===== src/hdl/json_pretty_printer_assert.svh =====
// Assertion macros shared by the pretty printer modules.
`ifndef JSON_PRETTY_PRINTER_ASSERT_SVH
`define JSON_PRETTY_PRINTER_ASSERT_SVH

// Check cons in the same cycle as ante.
`define JPP_AST_IMP(lbl, ante, cons) \
    lbl: assert property (@(posedge aclk) disable iff (!aresetn) (ante) |-> (cons)) \
        else $error("json_pretty_printer: same-cycle check failed");

// Check cons in the cycle after ante.
`define JPP_AST_NXT(lbl, ante, cons) \
    lbl: assert property (@(posedge aclk) disable iff (!aresetn) (ante) |=> (cons)) \
        else $error("json_pretty_printer: next-cycle check failed");

`endif


===== src/hdl/jpp_pkg.sv =====
// Types and constants shared by the pretty printer modules.
`default_nettype none

package jpp_pkg;

    localparam int LVL_W = 5;
    localparam int CNT_W = LVL_W + 1;

    localparam logic [7:0] CH_NL     = 8'h0A;
    localparam logic [7:0] CH_SP     = 8'h20;
    localparam logic [7:0] CH_QUOTE  = 8'h22;
    localparam logic [7:0] CH_COMMA  = 8'h2C;
    localparam logic [7:0] CH_COLON  = 8'h3A;
    localparam logic [7:0] CH_LBRACK = 8'h5B;
    localparam logic [7:0] CH_BSLASH = 8'h5C;
    localparam logic [7:0] CH_RBRACK = 8'h5D;
    localparam logic [7:0] CH_LBRACE = 8'h7B;
    localparam logic [7:0] CH_RBRACE = 8'h7D;

    typedef enum logic [2:0] {
        KIND_PLAIN,
        KIND_COMMA,
        KIND_COLON,
        KIND_OPEN,
        KIND_CLOSE
    } kind_t;

    typedef enum logic [2:0] {
        ST_IDLE,
        ST_HEAD,
        ST_NL,
        ST_SP,
        ST_TAIL
    } state_t;

    typedef enum logic [1:0] {
        SEL_BYTE,
        SEL_NL,
        SEL_SP
    } sel_t;

    typedef struct packed {
        logic take;
        logic emit;
        sel_t sel;
        logic last;
        logic load_cnt;
        logic dec_cnt;
    } cmd_t;

    typedef struct packed {
        kind_t kind_in;
        kind_t kind;
        logic  lvl_zero;
        logic  cnt_zero;
        logic  cnt_one;
        logic  out_free;
    } sts_t;

endpackage

`default_nettype wire


===== src/hdl/jpp_ctrl.sv =====
// Sequencer that steps through the output bytes of one input byte.
`default_nettype none

module jpp_ctrl
    import jpp_pkg::*;
(
    input  wire logic aclk,
    input  wire logic aresetn,
    input  wire logic s_tvalid,
    input  wire sts_t sts,
    output cmd_t      cmd
);

`include "json_pretty_printer_assert.svh"

    state_t state_reg;
    state_t state_next;

    always_ff @(posedge aclk) begin
        if (!aresetn) begin
            state_reg <= ST_IDLE;
        end else begin
            state_reg <= state_next;
        end
    end

    always_comb begin
        state_next = state_reg;
        unique case (state_reg)
            ST_IDLE: begin
                if (s_tvalid) begin
                    state_next = (sts.kind_in == KIND_CLOSE) ? ST_NL : ST_HEAD;
                end
            end
            ST_HEAD: begin
                if (sts.out_free) begin
                    priority if (sts.kind == KIND_PLAIN) begin
                        state_next = ST_IDLE;
                    end else if (sts.kind == KIND_COLON) begin
                        state_next = ST_TAIL;
                    end else begin
                        state_next = ST_NL;
                    end
                end
            end
            ST_NL: begin
                if (sts.out_free) begin
                    priority if (!sts.lvl_zero) begin
                        state_next = ST_SP;
                    end else if (sts.kind == KIND_CLOSE) begin
                        state_next = ST_TAIL;
                    end else begin
                        state_next = ST_IDLE;
                    end
                end
            end
            ST_SP: begin
                if (sts.out_free && sts.cnt_one) begin
                    state_next = (sts.kind == KIND_CLOSE) ? ST_TAIL : ST_IDLE;
                end
            end
            ST_TAIL: begin
                if (sts.out_free) begin
                    state_next = ST_IDLE;
                end
            end
            default: begin
                state_next = ST_IDLE;
            end
        endcase
    end

    always_comb begin
        cmd = '0;
        cmd.sel = SEL_BYTE;
        unique case (state_reg)
            ST_IDLE: begin
                cmd.take = 1'b1;
            end
            ST_HEAD: begin
                cmd.emit = sts.out_free;
                cmd.sel  = SEL_BYTE;
                cmd.last = (sts.kind == KIND_PLAIN);
            end
            ST_NL: begin
                cmd.emit     = sts.out_free;
                cmd.sel      = SEL_NL;
                cmd.last     = sts.lvl_zero && (sts.kind != KIND_CLOSE);
                cmd.load_cnt = sts.out_free;
            end
            ST_SP: begin
                cmd.emit    = sts.out_free;
                cmd.sel     = SEL_SP;
                cmd.last    = sts.cnt_one && (sts.kind != KIND_CLOSE);
                cmd.dec_cnt = sts.out_free;
            end
            ST_TAIL: begin
                cmd.emit = sts.out_free;
                cmd.sel  = (sts.kind == KIND_COLON) ? SEL_SP : SEL_BYTE;
                cmd.last = 1'b1;
            end
            default: begin
                cmd.take = 1'b0;
            end
        endcase
    end

    `JPP_AST_IMP(a_emit_free, cmd.emit, sts.out_free)
    `JPP_AST_IMP(a_sp_count, state_reg == ST_SP, !sts.cnt_zero)

endmodule

`default_nettype wire


===== src/hdl/jpp_dp.sv =====
// Parser state, space counter and output register of the pretty printer.
`default_nettype none

module jpp_dp
    import jpp_pkg::*;
#(
    parameter int MAX_NEST = 31
) (
    input  wire logic       aclk,
    input  wire logic       aresetn,
    input  wire logic       s_tvalid,
    input  wire logic [7:0] s_tdata,
    output logic            m_tvalid,
    input  wire logic       m_tready,
    output logic [7:0]      m_tdata,
    output logic            m_tlast,
    input  wire cmd_t       cmd,
    output sts_t            sts
);

`include "json_pretty_printer_assert.svh"

    localparam logic [LVL_W-1:0] LVL_MAX = LVL_W'(MAX_NEST);

    logic             accept;
    kind_t            kind_in;
    logic [7:0]       byte_reg;
    kind_t            kind_reg;
    logic [LVL_W-1:0] lvl_reg;
    logic [LVL_W-1:0] lvl_next;
    logic             quoted_reg;
    logic             quoted_next;
    logic             bs_reg;
    logic             bs_next;
    logic [CNT_W-1:0] cnt_reg;
    logic [7:0]       out_data_reg;
    logic [7:0]       out_data_next;
    logic             out_last_reg;
    logic             out_valid_reg;

    assign accept = s_tvalid && cmd.take;

    always_comb begin
        kind_in = KIND_PLAIN;
        if (!quoted_reg) begin
            unique case (s_tdata)
                CH_COMMA:            kind_in = KIND_COMMA;
                CH_COLON:            kind_in = KIND_COLON;
                CH_LBRACE, CH_LBRACK: kind_in = KIND_OPEN;
                CH_RBRACE, CH_RBRACK: kind_in = KIND_CLOSE;
                default:             kind_in = KIND_PLAIN;
            endcase
        end
    end

    always_comb begin
        lvl_next    = lvl_reg;
        quoted_next = quoted_reg;
        bs_next     = bs_reg;
        if (quoted_reg) begin
            priority if (bs_reg) begin
                bs_next = 1'b0;
            end else if (s_tdata == CH_BSLASH) begin
                bs_next = 1'b1;
            end else if (s_tdata == CH_QUOTE) begin
                quoted_next = 1'b0;
            end
        end else begin
            bs_next = 1'b0;
            if (s_tdata == CH_QUOTE) begin
                quoted_next = 1'b1;
            end
            if (kind_in == KIND_OPEN && lvl_reg < LVL_MAX) begin
                lvl_next = lvl_reg + 1'b1;
            end
            if (kind_in == KIND_CLOSE && lvl_reg != '0) begin
                lvl_next = lvl_reg - 1'b1;
            end
        end
    end

    always_ff @(posedge aclk) begin
        if (!aresetn) begin
            lvl_reg    <= '0;
            quoted_reg <= 1'b0;
            bs_reg     <= 1'b0;
        end else if (accept) begin
            lvl_reg    <= lvl_next;
            quoted_reg <= quoted_next;
            bs_reg     <= bs_next;
        end
    end

    always_ff @(posedge aclk) begin
        if (accept) begin
            byte_reg <= s_tdata;
            kind_reg <= kind_in;
        end
        if (cmd.load_cnt) begin
            cnt_reg <= {lvl_reg, 1'b0};
        end else if (cmd.dec_cnt) begin
            cnt_reg <= cnt_reg - 1'b1;
        end
    end

    always_comb begin
        unique case (cmd.sel)
            SEL_BYTE: out_data_next = byte_reg;
            SEL_NL:   out_data_next = CH_NL;
            SEL_SP:   out_data_next = CH_SP;
            default:  out_data_next = byte_reg;
        endcase
    end

    always_ff @(posedge aclk) begin
        if (!aresetn) begin
            out_valid_reg <= 1'b0;
        end else if (cmd.emit) begin
            out_valid_reg <= 1'b1;
        end else if (m_tready) begin
            out_valid_reg <= 1'b0;
        end
    end

    always_ff @(posedge aclk) begin
        if (cmd.emit) begin
            out_data_reg <= out_data_next;
            out_last_reg <= cmd.last;
        end
    end

    assign m_tvalid = out_valid_reg;
    assign m_tdata  = out_data_reg;
    assign m_tlast  = out_last_reg;

    assign sts.kind_in  = kind_in;
    assign sts.kind     = kind_reg;
    assign sts.lvl_zero = (lvl_reg == '0);
    assign sts.cnt_zero = (cnt_reg == '0);
    assign sts.cnt_one  = (cnt_reg == CNT_W'(1));
    assign sts.out_free = !out_valid_reg || m_tready;

    `JPP_AST_IMP(a_lvl_max, 1'b1, lvl_reg <= LVL_MAX)
    `JPP_AST_IMP(a_bs_in_str, bs_reg, quoted_reg)
    `JPP_AST_NXT(a_lvl_hold, !accept, $stable(lvl_reg))

endmodule

`default_nettype wire


===== src/hdl/json_pretty_printer.sv =====
// Path: an accepted input word is registered, then its first output word is loaded
// into the output register. Throughput: the single-entry output register and
// sequencer give one output word per cycle while m_tready is high; a run is 1 or 2
// words, or 2 + 2*depth for a comma or bracket; the next input waits for the run.
// Reset: synchronous active-low aresetn clears depth, string and escape flags.
`default_nettype none

module json_pretty_printer
    import jpp_pkg::*;
#(
    parameter int MAX_NEST = 31
) (
    input  wire logic       aclk,
    input  wire logic       aresetn,
    input  wire logic       s_tvalid,
    output logic            s_tready,
    input  wire logic [7:0] s_tdata,   // [7:0] in_byte
    output logic            m_tvalid,
    input  wire logic       m_tready,
    output logic [7:0]      m_tdata,   // [7:0] out_byte
    output logic            m_tlast
);

    cmd_t cmd;
    sts_t sts;

    jpp_ctrl u_ctrl (
        .aclk     (aclk),
        .aresetn  (aresetn),
        .s_tvalid (s_tvalid),
        .sts      (sts),
        .cmd      (cmd)
    );

    jpp_dp #(
        .MAX_NEST (MAX_NEST)
    ) u_dp (
        .aclk     (aclk),
        .aresetn  (aresetn),
        .s_tvalid (s_tvalid),
        .s_tdata  (s_tdata),
        .m_tvalid (m_tvalid),
        .m_tready (m_tready),
        .m_tdata  (m_tdata),
        .m_tlast  (m_tlast),
        .cmd      (cmd),
        .sts      (sts)
    );

    assign s_tready = cmd.take;

endmodule

`default_nettype wire


===== config.mk =====
export PLATFORM = sky130hd
export DESIGN_NAME = json_pretty_printer
export DESIGN_NICKNAME = d
export VERILOG_FILES = /design/src/hdl/jpp_pkg.sv /design/src/hdl/jpp_ctrl.sv /design/src/hdl/jpp_dp.sv /design/src/hdl/json_pretty_printer.sv
export VERILOG_INCLUDE_DIRS = /design/src /design/src/hdl
export SDC_FILE = /design/constraint.sdc
export NUM_CORES = 1
export LEC_CHECK = 0
export ABC_AREA = 1
export BUFFER_PORTS_ARGS = -buffer_cell sky130_fd_sc_hd__buf_2
export CAP_MARGIN = 20
export CORE_MARGIN = 3
export CORE_UTILIZATION = 52
export DETAILED_ROUTE_END_ITERATION = 10
export PLACE_DENSITY = 0.75
export SLEW_MARGIN = 20
export SYNTH_ARGS = -nofsm -noshare
export SYNTH_HDL_FRONTEND = slang
export SYNTH_SLANG_ARGS = --single-unit

===== constraint.sdc =====
create_clock -name aclk -period 1.85 [get_ports aclk]
set_input_delay 0.185 -clock aclk [delete_from_list [all_inputs] [get_ports aclk]]
set_output_delay 0.185 -clock aclk [all_outputs]
set_load 0.05 [all_outputs]

Word level (Yosys, flattened, before mapping)
Index checks and enable logic that the tools add are counted.
W data, S select, Z words.
{"block": "word_totals", "regBits": 37, "output_inout_bits": 11, "in_bits": 12}
{"block": "classes", "n_bitwise": 1, "reduce_logical": 19, "addsub": 3, "eq_ne": 25, "n_lt_le_gt_ge": 1, "n_mux": 33}
{"op": "$eq A8 B7 Y1 const B", "n": 5}
{"op": "$mux W3", "n": 10}
{"op": "$eq A8 B6 Y1 const B", "n": 3}
{"op": "$pmux W4 S4", "n": 1}
{"op": "$pmux W8 S2", "n": 1}
{"op": "$pmux W3 S5", "n": 1}
{"op": "$mux W1", "n": 13}
{"op": "$eq A3 B2 Y1 const B", "n": 4}
{"op": "$mux W6", "n": 2}
{"op": "$pmux W3 S4", "n": 1}
{"op": "$mux W5", "n": 2}
{"op": "$eq A3 B3 Y1 const B", "n": 3}
{"op": "$ne A2 B1 Y1 const B", "n": 4}
{"op": "$eq A6 B1 Y1 const B", "n": 1}
{"op": "$logic_and A1 B1 Y1", "n": 6}
{"op": "$logic_not A3 Y1", "n": 2}
{"op": "$reduce_bool A2 Y1", "n": 3}
{"op": "$sub A6 B1 Y6 const B", "n": 1}
{"op": "$add A5 B1 Y5 const B", "n": 1}
{"op": "$logic_not A5 Y1", "n": 1}
{"op": "$lt A5 B5 Y1 const B", "n": 1}
{"op": "$reduce_and A5 Y1", "n": 1}
{"op": "$reduce_bool A5 Y1", "n": 1}
{"op": "$sub A5 B1 Y5 const B", "n": 1}
{"op": "11 further kinds", "n": 13}

Longest topological paths before layout
{"block": "logic_depth", "word_depth": 8, "ltp_mapped": 16, "depth_no_buf": 16}

Hierarchy
A second synthesis with hierarchy kept.
{"block": "unflattened", "cells_unflattened": 263, "area_unflattened_um2": 2084.5}
{"module": "jpp_dp", "n_inst": 1, "area_per_inst_um2": 1747.9, "cells_each": 198, "seq_area_each_um2": 930.9}
{"module": "jpp_ctrl", "n_inst": 1, "area_per_inst_um2": 336.6, "cells_each": 65, "seq_area_each_um2": 60.1}

Worst setup path after synthesis
Ideal clock, no wire load.
{"block": "synth_path", "path_kind": "reg-to-reg", "from": "register u_dp.lvl_reg[2]", "to": "register u_dp.lvl_reg[4]", "required_ns": 1.786, "setup_time_ns": 0.064, "path_slack_ns": -0.015, "stages_incl_launch_ff": 15, "period_less_slack_ns": 1.865, "t_arrival_ns": 1.801, "path_cell_list": "dfxtp_1 -> nor2_1 -> nand3_1 -> nand3_2 -> fa_1 -> nand3b_1 -> nand2_1 -> inv_1 -> nand2_1 -> nand2_1 -> inv_1 -> nand3_2 -> nand2_1 -> inv_1 -> nor2_1"}
{"block": "synth_between", "elab_chain_cells": 4, "elab_cells_between_ends": 10, "cone_classes": "add/sub (2); order compare (1); mux (2); reduce/logical (5)"}
{"element": "start: declaration", "line": "jpp_dp.sv:29", "rtl": "logic [LVL_W-1:0] lvl_reg;"}
{"element": "start signal: assignment", "line": "jpp_dp.sv:88", "rtl": "lvl_reg <= lvl_next;"}
{"element": "$lt A5 B5 Y1 / $reduce_bool A5 Y1 (equally long branches)", "line": "jpp_dp.sv:73, jpp_dp.sv:76"}
{"element": "$logic_and A1 B1 Y1, on equally long branches", "line": "jpp_dp.sv:73, jpp_dp.sv:76"}
{"element": "$reduce_bool A2 Y1 (no line)"}
{"element": "$reduce_and A3 Y1 (no line)"}
Parallel ways exist; a longest one is shown, timed or not. The select of a mux whose other input is x is not followed.
A chain may end at the register's enable or synchronous reset.

Final worst setup path
{"block": "layout_path", "from": "register u_dp.quoted_reg", "to": "register u_dp.lvl_reg[4]"}
{"block": "layout_between", "elab_chain_cells": 5, "elab_cells_between_ends": 9, "cone_classes": "eq/ne (2); mux (2); bitwise (1); reduce/logical (4)"}
{"element": "start: declaration", "line": "jpp_dp.sv:31", "rtl": "logic quoted_reg;"}
{"element": "start signal: assignment", "line": "jpp_dp.sv:89", "rtl": "quoted_reg <= quoted_next;"}
{"element": "$mux W3", "line": "jpp_dp.sv:45", "rtl": "if (!quoted_reg) begin"}
{"element": "$eq A3 B3 Y1 / $eq A3 B2 Y1 (equally long branches)", "line": "jpp_dp.sv:76, jpp_dp.sv:73"}
{"element": "$logic_and A1 B1 Y1, on equally long branches", "line": "jpp_dp.sv:76, jpp_dp.sv:73"}
{"element": "$reduce_bool A2 Y1 (no line)"}
{"element": "$reduce_and A3 Y1 (no line)"}
Parallel ways exist; a longest one is shown, timed or not.

==> impl_metrics.yaml <==
run_status:
  status: "completed"
routing:
  detailroute.via_count: 1658
  ant_nets: 0
  post-route-drc-count: 0
  wl_per_cell_um: 12.1
  wl_mm: 3.98
  drt_iter0_drc: 117
  first_pass_iters: 4
  vias_per_cell: 5.02
cells_and_area:
  nFillCells: 303
  syn2layout_area_growth_pct: 22.1
  layout.nets: 301
  final_util_pct: 66.5
  design_area_um2: 2470
  antenna_cells: 0
  drive_gt1_share_pct: 30.1
timing:
  setup_slack_ns: 0.0112
  post-route-period-util_pct: 99.4
  fmax_mhz: 544
  rsz0062_at_grt: "true"
  fin_skew_ns: 0.00328
  slew_headroom_pct: 65.5
  setup_viol_count_final: 0
  worst_pin_slew_ns: 0.515
  maxSlewViolCount: 0
  hold_violations: 0
  fin_crit_ns: 1.84
setup_path:
  crit_slowest_cell: "fa_2"
  worstPathCellList: "inv_2, nand3_2, nor2_4, nand3_4, fa_2, nand3b_1, nand2_1, inv_1, nand2_1, nand2_1, inv_2, nand3_2, nand2_1, inv_1, nor2_1"
  reg2reg_depth: 15
  crit_path_start: "u_dp.quoted_reg"
  startpoint_type: "flop"
  rrSetupSlack_ns: 0.01
  endpoint_kind: "flop"
  crit_cells: 15
  worstPathRequired_ns: 2.08
  cp_common_cell: "nand2_1"
  worstSetupPathType: "reg -> reg"
  crit_fanout: 3
  cp.arrival_ns: 2.07
  timing.rr.end: "u_dp.lvl_reg[4]"
  crit_end: "u_dp.lvl_reg[4]"
  path_delay_family: "simple AND/OR/NAND/NOR gates"
  critPathMaxStageDelay_ns: 0.35
  crit_buf_inv: 4
  r2r_start: "u_dp.quoted_reg"
synth:
  syn-mean-instance-area_um2: 8.55
  ys_ff_latch: 37
  synth_area_um2: 2030
  synth_cell_types: 31
  synthCells: 237
  synth.top_cell.area_share_pct: 37.1
  ys_warn_count: 0
  syn_nets: 257
  synthTopCellsByArea: "edfxtp_1, dfxtp_1, nand2_1"
  yosysTopAreaCell: "edfxtp_1"
  ys_seq_area_share_pct: 48.9
place:
  io_buffers: 22
  pre_cts_ws_ns: -0.00852
  gp_congestion: 0.810
  dpl-instance-area_um2: 2280
  dp_hpwl_mm: 2.94
die:
  die_height_um: 68.4
  die_width_um: 68.4
  dieArea_um2: 4680
  initial_core_util_pct: 54.5
  num_io_pins: 23
  core_um2: 3720
  rows: 22
clock_network:
  path_clk_slew_ns: 0.07
  clock-root-buffer: "clkbuf_8"
  cts_buffers: 5
  cts_tree: "yes"
  cts_buffer_depth: 2
  h-tree-depth: 2
  postCtsHoldBufs: 0
  insertion_delay_ns: 0.29
  cts_sinks: 37
pwr:
  ir_worst_vdd_v: 0.000436
  finalPower_mw: 2.08
  p_leak_nw: 1.06
  p_per_area_nw_per_um2: 843
global_routing:
  grt_pass1_vias: 1481
  antenna_found_initial: 0
  gr-total-overflow: 0
  grt_pass1_wl_mm: 6.42
  grt_usage_pct: 19.0
  grt_max_degree: 13
min_path:
  hold_class: "in -> reg"
run:
  maxCapViolCount: 0
## metrics by stage
| stage | TNS (ns) | std cells | hold WS, ns |
|---|---|---|---|
| final | 0 | 330 | 0.107 |
| after global placement | 0 | 317 | 0.403 |
| after CTS | 0 | 328 | 0.0991 |
| after detailed placement | -0.00852 | 317 | 0.407 |
| after floorplan | 0 | 237 | 0.284 |
| after global routing | -0.149 | 330 | 0.0961 |
## final cells by class
class | count | area, um2 | area share (%)
clock buffers | 5 | 68.8 | 2.78
clock inverters | 3 | 17.5 | 0.709
inverters | 39 | 146 | 5.92
multi-input cells | 160 | 952 | 38.5
flip-flops and latches | 37 | 997 | 40.3
well taps | 48 | 60.1 | 2.43
repair buffers | 38 | 230 | 9.31
## metal layers
metal	up-vias	global-route usage, %	wire length (um)
met2	26	30.4	1920
met3	13	5.58	138
met1	758	22.9	1790
met4	0	9.68	132
met5	-	0	0
li1	861	-	-
## worst reg2reg max path, stage by stage, from the launching register on
cell      delay, ns
dfxtp_2        0.33
inv_2          0.06
nand3_2        0.09
nor2_4         0.12
nand3_4        0.10
fa_2           0.35
nand3b_1       0.18
nand2_1        0.11
inv_1          0.04
nand2_1        0.05
nand2_1        0.06
inv_2          0.06
nand3_2        0.07
nand2_1        0.07
inv_1          0.04
nor2_1         0.06
## how the worst min path moves through the flow
| stage | cells after the start | to | start |
|---|---|---|---|
| after floorplan | 0 | u_dp.byte_reg[0] | s_tdata[0] |
| final | 1 | u_dp.byte_reg[0] | s_tdata[0] |
| after global placement | 1 | u_dp.byte_reg[0] | s_tdata[0] |
| after detailed placement | 1 | u_dp.byte_reg[0] | s_tdata[0] |
| after global routing | 1 | u_dp.byte_reg[0] | s_tdata[0] |
| after CTS | 1 | u_dp.byte_reg[0] | s_tdata[0] |
## report_power, final
part	internal (mW)	switching (mW)
Combinational	0.137	0.369
Clock	0.260	0.289
Sequential	0.992	0.0366
Total	1.39	0.695
## synth_stat cells, drive strengths merged
| master | instances |
|---|---|
| xnor2 | 3 |
| dfxtp | 12 |
| o22ai | 3 |
| o21ai | 11 |
| nand4 | 1 |
| fa | 1 |
| a31oi | 1 |
| nor3 | 6 |
| o21a | 1 |
| a21oi | 13 |
| nand3b | 1 |
| ha | 7 |
| nor2 | 36 |
| nand3 | 13 |
| clkbuf | 1 |
| nor3b | 2 |
| nand2 | 57 |
| xor2 | 3 |
| edfxtp | 25 |
| a311oi | 1 |
| inv | 39 |
## cells in the final DEF, fill, tap and decap left out, types with 5 or more instances in the layout
master and instances:
nor3_1 5, nor2_4 5, buf_2 22, nand3_1 9, dfxtp_2 5, dfxtp_1 7, clkbuf_8 5, inv_1 32
nand2_1 53, nor2_1 25, nor2_2 6, buf_4 16, inv_2 7, o21ai_0 6, a21oi_1 10, edfxtp_1 25
## repair_timing
action | 4_1_cts | 5_1_grt
setup endpoints to repair | 1 | 5
pin swaps | 5 | 3
gates resized for setup | 9 | 10
buffers inserted | 3 | 2
## cell families (layout without fill, tap and decap cells)
group	after synthesis	count (layout)	share of synthesized area [%]
fa+ha+maj	8	8	5.31
flops	37	37	48.9
compound gates	30	30	9.08
buf+inv	40	85	7.41
simple gates	116	116	26.7
xor+xnor	6	6	2.59
Note: power is estimated with default switching activity, not from simulation.
